$ cat config.mk
export PLATFORM = sky130hd
export DESIGN_NAME = combined_lcg_shuffle_rng_core_flat
export DESIGN_NICKNAME = d
export VERILOG_FILES = /design/src/clsr_pkg.sv /design/src/clsr_if.sv /design/src/clsr_mcg.sv /design/src/clsr_dpath.sv /design/src/clsr_ctrl.sv /design/src/combined_lcg_shuffle_rng_core.sv /design/src/flat_wrapper.sv
export VERILOG_INCLUDE_DIRS = /design/src /design/src/src
export SDC_FILE = /design/constraint.sdc
export NUM_CORES = 2
export LEC_CHECK = 0
export ABC_AREA = 1
export BUFFER_PORTS_ARGS = -buffer_cell sky130_fd_sc_hd__buf_2
export CORE_AREA = 3 3 488 345
export DETAILED_ROUTE_END_ITERATION = 10
export DIE_AREA = 0 0 491 348
export MAX_ROUTING_LAYER = met4
export PLACE_DENSITY = 0.72
export SLEW_MARGIN = 20
export SYNTH_ARGS = -nofsm -noshare
export SYNTH_HDL_FRONTEND = slang
export SYNTH_SLANG_ARGS = --single-unit
$ cat constraint.sdc
create_clock -name clock -period 5.87 [get_ports clock]
set_input_delay 0.2935 -clock clock [delete_from_list [all_inputs] [get_ports clock]]
set_output_delay 0.2935 -clock clock [all_outputs]
set_load 0.005 [all_outputs]
$ cat src/combined_lcg_shuffle_rng_core_macros.svh
// ----------------------------------------------------------------------------
// Assertion macros for the combined LCG shuffle generator
// Shared forms for the concurrent checks at the end of the top level.
// ----------------------------------------------------------------------------
`ifndef COMBINED_LCG_SHUFFLE_RNG_CORE_MACROS_SVH
`define COMBINED_LCG_SHUFFLE_RNG_CORE_MACROS_SVH

// The consequent must hold in the same cycle as the antecedent.
`define CLSR_ASSERT_SAME(lbl, clk, rst, ante, cons, msg) \
   lbl: assert property (@(posedge clk) disable iff (rst) (ante) |-> (cons)) \
      else $error(msg);

// The consequent is a sequence that starts in the cycle after the antecedent.
`define CLSR_ASSERT_NEXT(lbl, clk, rst, ante, cons, msg) \
   lbl: assert property (@(posedge clk) disable iff (rst) (ante) |=> cons) \
      else $error(msg);

`endif

$ cat src/clsr_pkg.sv
// ----------------------------------------------------------------------------
// Combined LCG shuffle generator package
// Widths, generator constants and the structs between controller and datapath.
// ----------------------------------------------------------------------------
package clsr_pkg;

   localparam int VALUE_W         = 31;
   localparam int MUL_W           = 16;
   localparam int TABLE_DEPTH_DEF = 32;
   localparam int WARM_EXTRA      = 8;

   localparam logic [VALUE_W:0]   MOD_ONE = 32'd2147483563;
   localparam logic [VALUE_W:0]   MOD_TWO = 32'd2147483399;
   localparam logic [MUL_W-1:0]   MUL_ONE = 16'd40014;
   localparam logic [MUL_W-1:0]   MUL_TWO = 16'd40692;
   localparam logic [VALUE_W-1:0] TOP_VALUE      = 31'd2147483562;
   localparam logic [VALUE_W-1:0] GEN_ONE_RESET  = 31'd1;
   localparam logic [VALUE_W-1:0] GEN_TWO_RESET  = 31'd123456789;

   typedef struct packed {
      logic seed_load;
      logic gen_one_step;
      logic gen_two_step;
      logic warm_write;
      logic slot_capture;
      logic mix;
   } clsr_cmd_type;

   typedef struct packed {
      logic warm_last;
   } clsr_sts_type;

endpackage

$ cat src/clsr_if.sv
// ----------------------------------------------------------------------------
// Combined LCG shuffle generator channels
// Request and response channels with valid/ready handshake and payload.
// ----------------------------------------------------------------------------
interface clsr_req_if
   import clsr_pkg::*;
   ();
   logic               valid;
   logic               ready;
   logic               operation;
   logic [VALUE_W-1:0] seed_value;

   modport source (output valid, output operation, output seed_value, input ready);
   modport sink   (input valid, input operation, input seed_value, output ready);
endinterface

interface clsr_rsp_if
   import clsr_pkg::*;
   ();
   logic               valid;
   logic               ready;
   logic [VALUE_W-1:0] random_value;

   modport source (output valid, output random_value, input ready);
   modport sink   (input valid, input random_value, output ready);
endinterface

$ cat src/clsr_mcg.sv
// ----------------------------------------------------------------------------
// Multiplicative congruential step
// Three-stage multiply, fold and reduce unit computing (value * MUL) mod MOD.
// ----------------------------------------------------------------------------
module clsr_mcg
   import clsr_pkg::*;
#(
   parameter logic [MUL_W-1:0] MUL = MUL_ONE,
   parameter logic [VALUE_W:0] MOD = MOD_ONE
) (
   input  logic               clock,
   input  logic [VALUE_W-1:0] value,
   output logic [VALUE_W-1:0] result
);

   localparam int PROD_W = VALUE_W + MUL_W;
   localparam int SUM_W  = VALUE_W + 1;
   // The modulus sits just below 2^31, so 2^31 folds back as this small residue.
   localparam logic [SUM_W-1:0] FOLD = (SUM_W'(1) << VALUE_W) - MOD;

   logic [PROD_W-1:0] prod_ff, prod_in;
   logic [SUM_W-1:0]  sum_ff, sum_in;

   assign prod_in = PROD_W'(value) * PROD_W'(MUL);
   // The folded sum stays below twice the modulus, so one subtract finishes it.
   assign sum_in  = SUM_W'(prod_ff[PROD_W-1:VALUE_W]) * FOLD
                  + SUM_W'(prod_ff[VALUE_W-1:0]);

   always_ff @(posedge clock) begin
      prod_ff <= prod_in;
      sum_ff  <= sum_in;
   end

   always_comb begin
      if (sum_ff >= MOD) begin
         result = VALUE_W'(sum_ff - MOD);
      end else begin
         result = sum_ff[VALUE_W-1:0];
      end
   end

endmodule

$ cat src/clsr_dpath.sv
// ----------------------------------------------------------------------------
// Combined LCG shuffle generator datapath
// Generator registers, shuffle table, slot selection and output mixing.
// ----------------------------------------------------------------------------
module clsr_dpath
   import clsr_pkg::*;
#(
   parameter int TABLE_DEPTH = TABLE_DEPTH_DEF
) (
   input  logic               clock,
   input  logic               reset,
   input  clsr_cmd_type       cmd,
   output clsr_sts_type       sts,
   input  logic [VALUE_W-1:0] seed_value,
   output logic [VALUE_W-1:0] random_value
);

   localparam int AW     = $clog2(TABLE_DEPTH);
   localparam int CW     = $clog2(TABLE_DEPTH + WARM_EXTRA);
   localparam int PROD_W = 2 * VALUE_W + 1;
   localparam logic [VALUE_W-1:0] SLOT_DIV = TOP_VALUE / VALUE_W'(TABLE_DEPTH) + 1'b1;
   localparam int DIV_LOG = $clog2(SLOT_DIV);
   localparam int SHIFT   = VALUE_W + DIV_LOG;
   // Rounded-up reciprocal; with this shift the quotient is exact for any 31-bit value.
   localparam logic [63:0] RECIP_WIDE =
      ((64'd1 << SHIFT) + 64'(SLOT_DIV) - 64'd1) / 64'(SLOT_DIV);
   localparam logic [VALUE_W:0] RECIP = RECIP_WIDE[VALUE_W:0];

   logic [VALUE_W-1:0] gen_one_ff, gen_one_in;
   logic [VALUE_W-1:0] gen_two_ff, gen_two_in;
   logic [VALUE_W-1:0] last_ff, last_in;
   logic [VALUE_W-1:0] out_ff, out_in;
   logic [CW-1:0]      warm_cnt_ff, warm_cnt_in;
   logic [AW-1:0]      slot_ff, slot_in;
   logic [PROD_W-1:0]  recip_prod_ff;
   logic [PROD_W-1:0]  quot;
   logic [VALUE_W-1:0] mem [TABLE_DEPTH];
   logic [TABLE_DEPTH-1:0] valid_ff;
   logic [VALUE_W-1:0] rdata_ff;
   logic               rvalid_ff;
   logic [VALUE_W-1:0] slot_value;
   logic [VALUE_W-1:0] seed_clamped;
   logic [VALUE_W-1:0] mcg_one_res, mcg_two_res;
   logic               wr_en;
   logic [AW-1:0]      wr_addr;
   logic [VALUE_W-1:0] wr_data;
   logic [VALUE_W:0]   diff, mixed;

   clsr_mcg #(.MUL(MUL_ONE), .MOD(MOD_ONE)) u_mcg_one (
      .clock  (clock),
      .value  (gen_one_ff),
      .result (mcg_one_res)
   );

   clsr_mcg #(.MUL(MUL_TWO), .MOD(MOD_TWO)) u_mcg_two (
      .clock  (clock),
      .value  (gen_two_ff),
      .result (mcg_two_res)
   );

   assign seed_clamped = (seed_value == '0) ? GEN_ONE_RESET : seed_value;
   assign sts.warm_last = (warm_cnt_ff == '0);

   // Slot index: quotient of the last output by the slot width, saturated.
   assign quot    = recip_prod_ff >> SHIFT;
   assign slot_in = (quot >= PROD_W'(TABLE_DEPTH)) ? AW'(TABLE_DEPTH - 1) : quot[AW-1:0];

   assign slot_value = rvalid_ff ? rdata_ff : '0;
   assign diff  = {1'b0, slot_value} - {1'b0, gen_two_ff};
   assign mixed = (diff[VALUE_W] || diff == '0) ? diff + {1'b0, TOP_VALUE} : diff;

   always_comb begin
      gen_one_in  = gen_one_ff;
      gen_two_in  = gen_two_ff;
      last_in     = last_ff;
      out_in      = out_ff;
      warm_cnt_in = warm_cnt_ff;
      wr_en       = 1'b0;
      wr_addr     = slot_ff;
      wr_data     = gen_one_ff;
      if (cmd.seed_load) begin
         gen_one_in  = seed_clamped;
         gen_two_in  = seed_clamped;
         warm_cnt_in = CW'(TABLE_DEPTH + WARM_EXTRA - 1);
      end
      if (cmd.gen_one_step) begin
         gen_one_in = mcg_one_res;
      end
      if (cmd.gen_two_step) begin
         gen_two_in = mcg_two_res;
      end
      if (cmd.warm_write) begin
         warm_cnt_in = warm_cnt_ff - 1'b1;
         // Only the last TABLE_DEPTH warm-up steps land in the table.
         if (warm_cnt_ff < CW'(TABLE_DEPTH)) begin
            wr_en   = 1'b1;
            wr_addr = warm_cnt_ff[AW-1:0];
            wr_data = mcg_one_res;
         end
         if (warm_cnt_ff == '0) begin
            last_in = mcg_one_res;
         end
      end
      if (cmd.mix) begin
         wr_en   = 1'b1;
         last_in = mixed[VALUE_W-1:0];
         out_in  = mixed[VALUE_W-1:0];
      end
   end

   always_ff @(posedge clock) begin
      if (reset) begin
         gen_one_ff <= GEN_ONE_RESET;
         gen_two_ff <= GEN_TWO_RESET;
         last_ff    <= '0;
         valid_ff   <= '0;
      end else begin
         gen_one_ff <= gen_one_in;
         gen_two_ff <= gen_two_in;
         last_ff    <= last_in;
         if (wr_en) begin
            valid_ff[wr_addr] <= 1'b1;
         end
      end
   end

   always_ff @(posedge clock) begin
      warm_cnt_ff   <= warm_cnt_in;
      out_ff        <= out_in;
      recip_prod_ff <= PROD_W'(last_ff) * PROD_W'(RECIP);
      if (cmd.slot_capture) begin
         slot_ff <= slot_in;
      end
   end

   // Shuffle table: one write port, one registered read port.
   always_ff @(posedge clock) begin
      if (wr_en) begin
         mem[wr_addr] <= wr_data;
      end
      rdata_ff  <= mem[slot_ff];
      rvalid_ff <= valid_ff[slot_ff];
   end

   assign random_value = out_ff;

endmodule

$ cat src/clsr_ctrl.sv
// ----------------------------------------------------------------------------
// Combined LCG shuffle generator controller
// Sequences warm-up and draw steps and owns the response valid flag.
// ----------------------------------------------------------------------------
module clsr_ctrl
   import clsr_pkg::*;
(
   input  logic         clock,
   input  logic         reset,
   input  logic         req_valid,
   input  logic         req_operation,
   output logic         req_ready,
   output logic         rsp_valid,
   input  logic         rsp_ready,
   output clsr_cmd_type cmd,
   input  clsr_sts_type sts
);

   typedef enum logic [2:0] {
      ST_IDLE,
      ST_WARM_MUL,
      ST_WARM_FOLD,
      ST_WARM_RED,
      ST_DRAW_MUL,
      ST_DRAW_FOLD,
      ST_DRAW_RED,
      ST_DRAW_MIX
   } state_type;

   state_type state_ff, state_in;
   logic      rsp_valid_ff, rsp_valid_in;

   always_comb begin
      state_in     = state_ff;
      rsp_valid_in = rsp_valid_ff && !rsp_ready;
      req_ready    = 1'b0;
      cmd          = '0;
      unique case (state_ff)
         ST_IDLE: begin
            req_ready = 1'b1;
            if (req_valid) begin
               cmd.seed_load = req_operation;
               state_in      = req_operation ? ST_WARM_MUL : ST_DRAW_MUL;
            end
         end
         ST_WARM_MUL: begin
            state_in = ST_WARM_FOLD;
         end
         ST_WARM_FOLD: begin
            state_in = ST_WARM_RED;
         end
         ST_WARM_RED: begin
            cmd.gen_one_step = 1'b1;
            cmd.warm_write   = 1'b1;
            state_in         = sts.warm_last ? ST_DRAW_MUL : ST_WARM_MUL;
         end
         ST_DRAW_MUL: begin
            state_in = ST_DRAW_FOLD;
         end
         ST_DRAW_FOLD: begin
            cmd.slot_capture = 1'b1;
            state_in         = ST_DRAW_RED;
         end
         ST_DRAW_RED: begin
            cmd.gen_one_step = 1'b1;
            cmd.gen_two_step = 1'b1;
            state_in         = ST_DRAW_MIX;
         end
         ST_DRAW_MIX: begin
            // Wait here while the previous result still sits unread.
            if (!rsp_valid_ff || rsp_ready) begin
               cmd.mix      = 1'b1;
               rsp_valid_in = 1'b1;
               state_in     = ST_IDLE;
            end
         end
         default: begin
            state_in = ST_IDLE;
         end
      endcase
   end

   always_ff @(posedge clock) begin
      if (reset) begin
         state_ff     <= ST_IDLE;
         rsp_valid_ff <= 1'b0;
      end else begin
         state_ff     <= state_in;
         rsp_valid_ff <= rsp_valid_in;
      end
   end

   assign rsp_valid = rsp_valid_ff;

endmodule

$ cat src/combined_lcg_shuffle_rng_core.sv
// ----------------------------------------------------------------------------
// Combined LCG shuffle generator
// Two-generator congruential source with a Bays-Durham shuffle table.
// ----------------------------------------------------------------------------
// Each request beat asks for one draw (operation 0) or for a reseed from
// seed_value followed by one draw (operation 1). Every request gives exactly
// one response beat carrying random_value in [1, 2147483562], which stands
// for the fraction random_value / 2147483563.
// A draw after the request beat runs multiply, fold and reduce in the two
// generator units, then the table read resolves and the result is mixed
// into the output register. A new request is taken only in the idle state,
// once the previous draw has been mixed.
// A reseed first runs TABLE_DEPTH + 8 warm-up steps of the first generator,
// each through multiply, fold and reduce, filling the table, and then draws.
// The response sits in an output register, so a stalled receiver only holds
// the block once the next result is ready to be written.
// Reset loads the generators with 1 and 123456789, clears the last output
// and marks every table entry as zero; the block is ready at once.
// ----------------------------------------------------------------------------
`include "combined_lcg_shuffle_rng_core_macros.svh"

module combined_lcg_shuffle_rng_core
   import clsr_pkg::*;
#(
   parameter int TABLE_DEPTH = TABLE_DEPTH_DEF
) (
   input  logic              clock,
   input  logic              reset,
   clsr_req_if.sink          req_bus,
   clsr_rsp_if.source        rsp_bus
);

   clsr_cmd_type cmd;
   clsr_sts_type sts;

   clsr_ctrl u_ctrl (
      .clock         (clock),
      .reset         (reset),
      .req_valid     (req_bus.valid),
      .req_operation (req_bus.operation),
      .req_ready     (req_bus.ready),
      .rsp_valid     (rsp_bus.valid),
      .rsp_ready     (rsp_bus.ready),
      .cmd           (cmd),
      .sts           (sts)
   );

   clsr_dpath #(.TABLE_DEPTH(TABLE_DEPTH)) u_dpath (
      .clock        (clock),
      .reset        (reset),
      .cmd          (cmd),
      .sts          (sts),
      .seed_value   (req_bus.seed_value),
      .random_value (rsp_bus.random_value)
   );

   `CLSR_ASSERT_SAME(a_rsp_range, clock, reset, rsp_bus.valid, rsp_bus.random_value != '0 && rsp_bus.random_value <= TOP_VALUE, "response value out of range")
   `CLSR_ASSERT_NEXT(a_busy_after_req, clock, reset, req_bus.valid && req_bus.ready, !req_bus.ready, "request taken while a beat is in work")
   `CLSR_ASSERT_NEXT(a_reseed_warms, clock, reset, req_bus.valid && req_bus.ready && req_bus.operation, ##4 !req_bus.ready, "reseed skipped the warm-up")

endmodule
$ cat src/flat_wrapper.sv
// flat-port wrapper written by rule: the top's interface ports become plain ports
module combined_lcg_shuffle_rng_core_flat import clsr_pkg::*;
#(
   parameter int TABLE_DEPTH = TABLE_DEPTH_DEF
)
  (clock, reset, req_bus_valid, req_bus_operation, req_bus_seed_value, req_bus_ready, rsp_bus_valid, rsp_bus_random_value, rsp_bus_ready);
  clsr_req_if req_bus_i ();
  clsr_rsp_if rsp_bus_i ();
  input  logic clock;
  input  logic reset;
  input wire logic [$bits(req_bus_i.valid)-1:0] req_bus_valid;
  input wire logic [$bits(req_bus_i.operation)-1:0] req_bus_operation;
  input wire logic [$bits(req_bus_i.seed_value)-1:0] req_bus_seed_value;
  output wire logic [$bits(req_bus_i.ready)-1:0] req_bus_ready;
  output wire logic [$bits(rsp_bus_i.valid)-1:0] rsp_bus_valid;
  output wire logic [$bits(rsp_bus_i.random_value)-1:0] rsp_bus_random_value;
  input wire logic [$bits(rsp_bus_i.ready)-1:0] rsp_bus_ready;
  assign req_bus_i.valid = req_bus_valid;
  assign req_bus_i.operation = req_bus_operation;
  assign req_bus_i.seed_value = req_bus_seed_value;
  assign req_bus_ready = req_bus_i.ready;
  assign rsp_bus_valid = rsp_bus_i.valid;
  assign rsp_bus_random_value = rsp_bus_i.random_value;
  assign rsp_bus_i.ready = rsp_bus_ready;
  combined_lcg_shuffle_rng_core #(.TABLE_DEPTH(TABLE_DEPTH)) u_core (.clock(clock), .reset(reset), .req_bus(req_bus_i), .rsp_bus(rsp_bus_i));
endmodule
Yosys cells after proc, flatten, opt, wreduce, memory -nomap -nowiden:

Memories as Yosys holds them, arrays and structs flattened. A register that Yosys moved wholly into a read port is not among the register bits.
Index checks and enable logic that the tools add are counted.

* bitwise gates (word level): 1
* $lt $le $gt $ge: 7
* reduce and logical (&&, ||, !) cells: 18
* equal/unequal tests: 9
* multipliers: 5
* $add $sub $neg: 7
* muxes and demuxes: 42

Operators with widths (number)
* 2-to-1 mux 31 bit: 13
* greater-or-equal comparator 32 x 31 -> 1 bit (second input constant): 2
* multiplier 31 x 32 -> 63 bit (second input constant): 1
* subtractor 31 bit (second input constant): 2
* multiplier 31 x 15 -> 46 bit (second input constant): 1
* multiplier 31 x 14 -> 45 bit (second input constant): 1
* adder 23 x 31 -> 32 bit: 1
* adder 24 x 31 -> 32 bit: 1
* zero test 32 bit: 1
* OR 32 bit: 1
* subtractor 31 x 31 -> 32 bit: 1
* adder 31 bit (second input constant): 1
* zero test 31 bit: 1
* multiplier 16 x 8 -> 24 bit (second input constant): 1
* one-hot mux 3 bit (8 select lines): 1
* multiplier 16 x 7 -> 23 bit (second input constant): 1
* 2-to-1 mux 1 bit: 18
* == test 3 bit (second input constant): 4
* < comparator 5 x 6 -> 1 bit (second input constant): 2
* 2-to-1 mux 3 bit: 4
* 2-to-1 mux 6 bit: 2
* 2-to-1 mux 5 bit: 2
* nonzero test 2 bit: 5
* == test 3 x 2 -> 1 bit (second input constant): 2
* other kinds (15): 20

* word-level logic and storage cells: 105
* bits of input ports: 36
* output and inout port bits: 33
* RAM bits: 992
* memories kept: 1
* flip-flop bits (word level): 390

Memories
* u_core.u_dpath.mem: words 32, width 31, rd ports 1, clocked after memory_dff 1, write ports 1, line clsr_dpath.sv:37 `logic [VALUE_W-1:0] mem [TABLE_DEPTH];`

Logic depth before layout (Yosys ltp):

* depth in word-level cells: 8
* gate-level depth with buffers: 27
* gate-level depth less buffers: 26

Cells and area by module:

A second synthesis with hierarchy kept.

* cell total of the unflattened synthesis: 9132
* area, all modules: 84554.8 um^2

Modules (own cells, without submodules)
* clsr_dpath: times used 1, cells each 4910, area an instance 53364.9 um^2
* clsr_mcg at u_core.u_dpath.u_mcg_two: times used 1, cells each 2138, area an instance 16563.4 um^2
* clsr_mcg at u_core.u_dpath.u_mcg_one: times used 1, cells each 2027, area an instance 14268.7 um^2
* clsr_ctrl: times used 1, cells each 57, area an instance 357.8 um^2

Least setup slack after synthesis:

Ideal clock, no wire load.

* path type: flip-flop to flip-flop
* start point: register u_core.u_dpath.gen_two_ff[7]
* end point: register u_core.u_dpath.u_mcg_two.prod_ff[34]
* path buffers: 0
* stages on the path, launching flop included: 22
* required time: 5.743 ns
* setup slack: 0.454 ns
* clock period less this slack: 5.416 ns
* library setup time: 0.127 ns
* data arrival time: 5.289 ns
* path through: dfxtp_1 > fa_1 > ha_1 > inv_1 > fa_1 > fa_1 > inv_1 > fa_1 > inv_1 > fa_1 > inv_1 > ha_1 > a21oi_1 > inv_1 > a31oi_1 > a21oi_1 > or2_2 > a21oi_1 > o21ai_0 > a21boi_0 > o21ai_0 > xor2_1

* cells in the longest elaborated chain, start to end: 1

Ends and longest elaborated chain
* start: declaration: line clsr_dpath.sv:30 `logic [VALUE_W-1:0] gen_two_ff, gen_two_in;`
* start signal: assignment: line clsr_dpath.sv:119 `gen_two_ff <= gen_two_in;`
* multiplier 31 x 14 -> 45 bit: line clsr_mcg.sv:24 `assign prod_in = PROD_W'(value) * PROD_W'(MUL);`
* via u_core.u_dpath.u_mcg_two.prod_in[34]: line clsr_mcg.sv:21 `logic [PROD_W-1:0] prod_ff, prod_in;`
* end signal: assignment: line clsr_mcg.sv:30 `prod_ff <= prod_in;`
* end: declaration: line clsr_mcg.sv:21

The timed path passes the listed nets, and every way through them passes these cells.
A chain may end at the register's enable or synchronous reset.

Final worst setup path:

* start point: register u_core.u_dpath.gen_two_ff[15]
* end point: register u_core.u_dpath.u_mcg_two.prod_ff[44]

Same word-level chain as after synthesis.

==> impl_results.md <==
- Status: finished clean
- Register area share after synthesis: 46.8%
- CTS clk-pin slew, worst paths: 0.07 ns
- Final ANT Viol Nets: 0
- Final worst path period share: 95.5%
- Crit path largest cell delay: 0.57 ns
- Ports: 69
- Worst-path fanout max: 5
- Leading area contributor after synthesis: edfxtp_1
- Largest net degree at the start of global routing: 223
- Vias/cell: 5.75
- Tot GR Track Use: 29.1%
- Post-synth EDFFs: 1,034
- Starting Density: 49.1%
- Synth cell count leaders: inv_1, edfxtp_1, nand2_1
- Row cnt: 124
- Initial antenna violation count: 14
- Fillers: 14,112
- Required time worst endpoint: 6.52 ns
- Area Growth Syn to Fin: 10.2%
- CTS tree: built
- Final Skew: 0.0498 ns
- Crit path arrival time: 6.26 ns
- I/O Buffers: 68
- Worst slew pin tran: 1.35 ns
- Post-synthesis instance area: 0.0802 mm²
- Fin nets: 9,146
- Final max-slew violation count: 0
- Headroom to the max-slew limit: 8.84%
- Remaining Overflow, GRT: 0
- Cell mode on critical path: fa_1
- Most used DFF post-synth: edfxtp_1
- Vias in the first global route: 57,559
- Share of layout cells above drive strength 1: 7.32%
- Post-layout minimum cycle time: 5.60 ns
- Top cells by area, synth: edfxtp_1, fa_1, ha_1
- CP endpoint kind: register
- Worst path bufs/invs: 5
- Chip width: 491 µm
- Crit-path cells: buf_4, fa_1, fa_1, fa_1, fa_1, fa_1, inv_1, fa_1, inv_1, ha_1, nand2_1, inv_1, a21oi_1, inv_1, nand2_1, a21oi_1, a211oi_1, nand3_1, nand3_1, nand2_1, nand3_1, nand2_1, xor2_1
- Synth top area share: 38.7%
- Clock Path Buffers: 3
- Synth Net Count: 9,066
- Drt pass-1 iters: 6
- Distinct cell type count after synthesis: 61
- Root buf cell: clkbuf_16
- Drt drc: 0
- Drt wl/cell: 23.5 µm
- Final setup fails: 0
- CORE AREA: 0.163 mm²
- Placer Congestion: 0.989
- First-pass GRT wire length: 366,000 µm
- CP max-delay cell: fa_1
- Crit path max-delay family: adder cells
- Die Area: 0.171 mm²
- Asr flop ratio synth: 0%
- Synth Instances: 7,963
- Height of the chip: 348 µm
- #FFs+latches synth: 1,356
- CTS Buf Count: 132
- Final wirelength: 243,000 µm
- CTS H-tree depth: 4
- Clk sinks: 1,356
- Crit start category: register
- Highest Clock Rate: 0.178 GHz
- Number of max-cap violations: 0
- Synth warnings: 0
- Most common cell in the synthesized netlist: inv_1
- Setup TNS: 0 ns
- 1st-iter DRT viols: 7,809
- Worst skew pair latency: 0.81 ns
- Hold slack: 0.0318 ns
- Crit Path Class: register to register
- Vias: 59,606
- Synthesized area per cell: 10.1 µm²
- Final Hold Fails: 0
- HP Class: input port to register
- Dpl hpwl: 172,000 µm
[final timing paths]
| path | start | end | slack (ns) | cells past startpoint |
|---|---|---|---|---|
| max | u_core.u_dpath.gen_two_ff[15]$_SDFFE_PP1P_ | u_core.u_dpath.u_mcg_two.prod_ff[44]$_DFF_P_ | 0.27 | 23 |
| min | req_bus_seed_value[7] | u_core.u_dpath.gen_one_ff[7]$_SDFFE_PP0P_ | 0.03 | 3 |
| max reg2reg | u_core.u_dpath.gen_two_ff[15]$_SDFFE_PP1P_ | u_core.u_dpath.u_mcg_two.prod_ff[44]$_DFF_P_ | 0.27 | 23 |
| min reg2reg | u_core.u_dpath.u_mcg_one.prod_ff[31]$_DFF_P_ | u_core.u_dpath.u_mcg_one.sum_ff[0]$_DFF_P_ | 0.46 | 0 |
[layout by cell type, fill, tap and decap left out, types with 18 or more instances in the layout]
master / netlist / layout
o22ai_1: 88 / 88
clkbuf_16: 0 / 139
edfxtp_1: 1034 / 1034
nor2_1: 927 / 891
clkinv_2: 0 / 23
buf_2: 6 / 67
a21oi_1: 276 / 272
nand2_1: 948 / 948
xnor2_1: 59 / 59
o211ai_1: 25 / 25
dfxtp_2: 0 / 23
a32oi_1: 25 / 25
o21ai_0: 731 / 719
o221ai_1: 195 / 195
xor2_1: 145 / 145
nor3_1: 49 / 48
nand2_2: 31 / 31
nor4_1: 19 / 18
fa_1: 452 / 451
nor2_4: 1 / 33
nand4_1: 60 / 60
nor2_2: 18 / 22
inv_1: 1196 / 1192
buf_4: 1 / 147
dfxtp_1: 322 / 297
clkbuf_1: 258 / 33
nand3_1: 264 / 264
ha_1: 615 / 613
a31oi_1: 62 / 60
[layer usage]
metal	vias to the layer above	global-route usage (%)	wire length [µm]
li1	27120	-	-
met2	2937	41.3	103000
met3	436	5.54	24100
met4	0	10.1	9120
met5	-	-	0
met1	29113	41.8	107000
[worst min-delay path: stages]
cell and delay (ns):
buf_2 0.17, o21ai_0 0.20, a21oi_1 0.08
[cell type report]
| type | instances | area, µm² | area share, % |
|---|---|---|---|
| clock inverters | 63 | 698 | 0.790 |
| diodes | 8 | 20.0 | 0.0227 |
| well taps | 2205 | 2760 | 3.12 |
| repair buffers | 227 | 1660 | 1.88 |
| multi-input cells | 5121 | 37400 | 42.3 |
| clock buffers | 183 | 3750 | 4.25 |
| flip-flops and latches | 1356 | 37500 | 42.5 |
| inverters | 1205 | 4540 | 5.14 |
[through the flow]
step | area [µm²] | cells | util, % | worst slack (ns)
final | 88400 | 10368 | 54.1 | 0.266
after global routing | 88400 | 10367 | 54.1 | -0.00303
after CTS | 88200 | 10359 | 54.0 | 0.0856
after detailed placement | 83700 | 10108 | 51.3 | 0.0884
after global placement | 83700 | 10107 | 51.2 | 0.145
after floorplan | 80200 | 7963 | - | 0.454
[cell families after synthesis]
logic type / share of synthesized area (%)
AO/OA/AOI/OAI: 10.8
XOR/XNOR: 2.23
adder cells (fa/ha/maj): 20.9
buffers and inverters: 7.02
flip-flops: 46.8
multiplexers: 0.162
AND/OR/NAND/NOR: 12.2
[state kept, by name, indices dropped and copies added, names as in the netlist]
signal and count:
u_core.u_ctrl.rsp_valid 1, u_core.u_ctrl.state_ff 3, u_core.u_dpath.gen_one_ff 31, u_core.u_dpath.gen_two_ff 31
u_core.u_dpath.last_ff 31, u_core.u_dpath.mem 992, u_core.u_dpath.random_value 31, u_core.u_dpath.rdata_ff 31
u_core.u_dpath.recip_prod_ff 6, u_core.u_dpath.rvalid_ff 1, u_core.u_dpath.slot_ff 5, u_core.u_dpath.u_mcg_one.prod_ff 46
u_core.u_dpath.u_mcg_one.sum_ff 32, u_core.u_dpath.u_mcg_two.prod_ff 45, u_core.u_dpath.u_mcg_two.sum_ff 32, u_core.u_dpath.valid_ff 32
u_core.u_dpath.warm_cnt_ff 6
[repair_timing]
item	4_1_cts	5_1_grt
hold endpoints to repair	33	0
buffers inserted	0	0
setup endpoints to repair	0	20
hold buffers	5	0
resized for setup	0	45
Power is left out: the tool's default activity adds up to more than one toggle a clock period on the data nets, which glitch-free logic cannot reach.
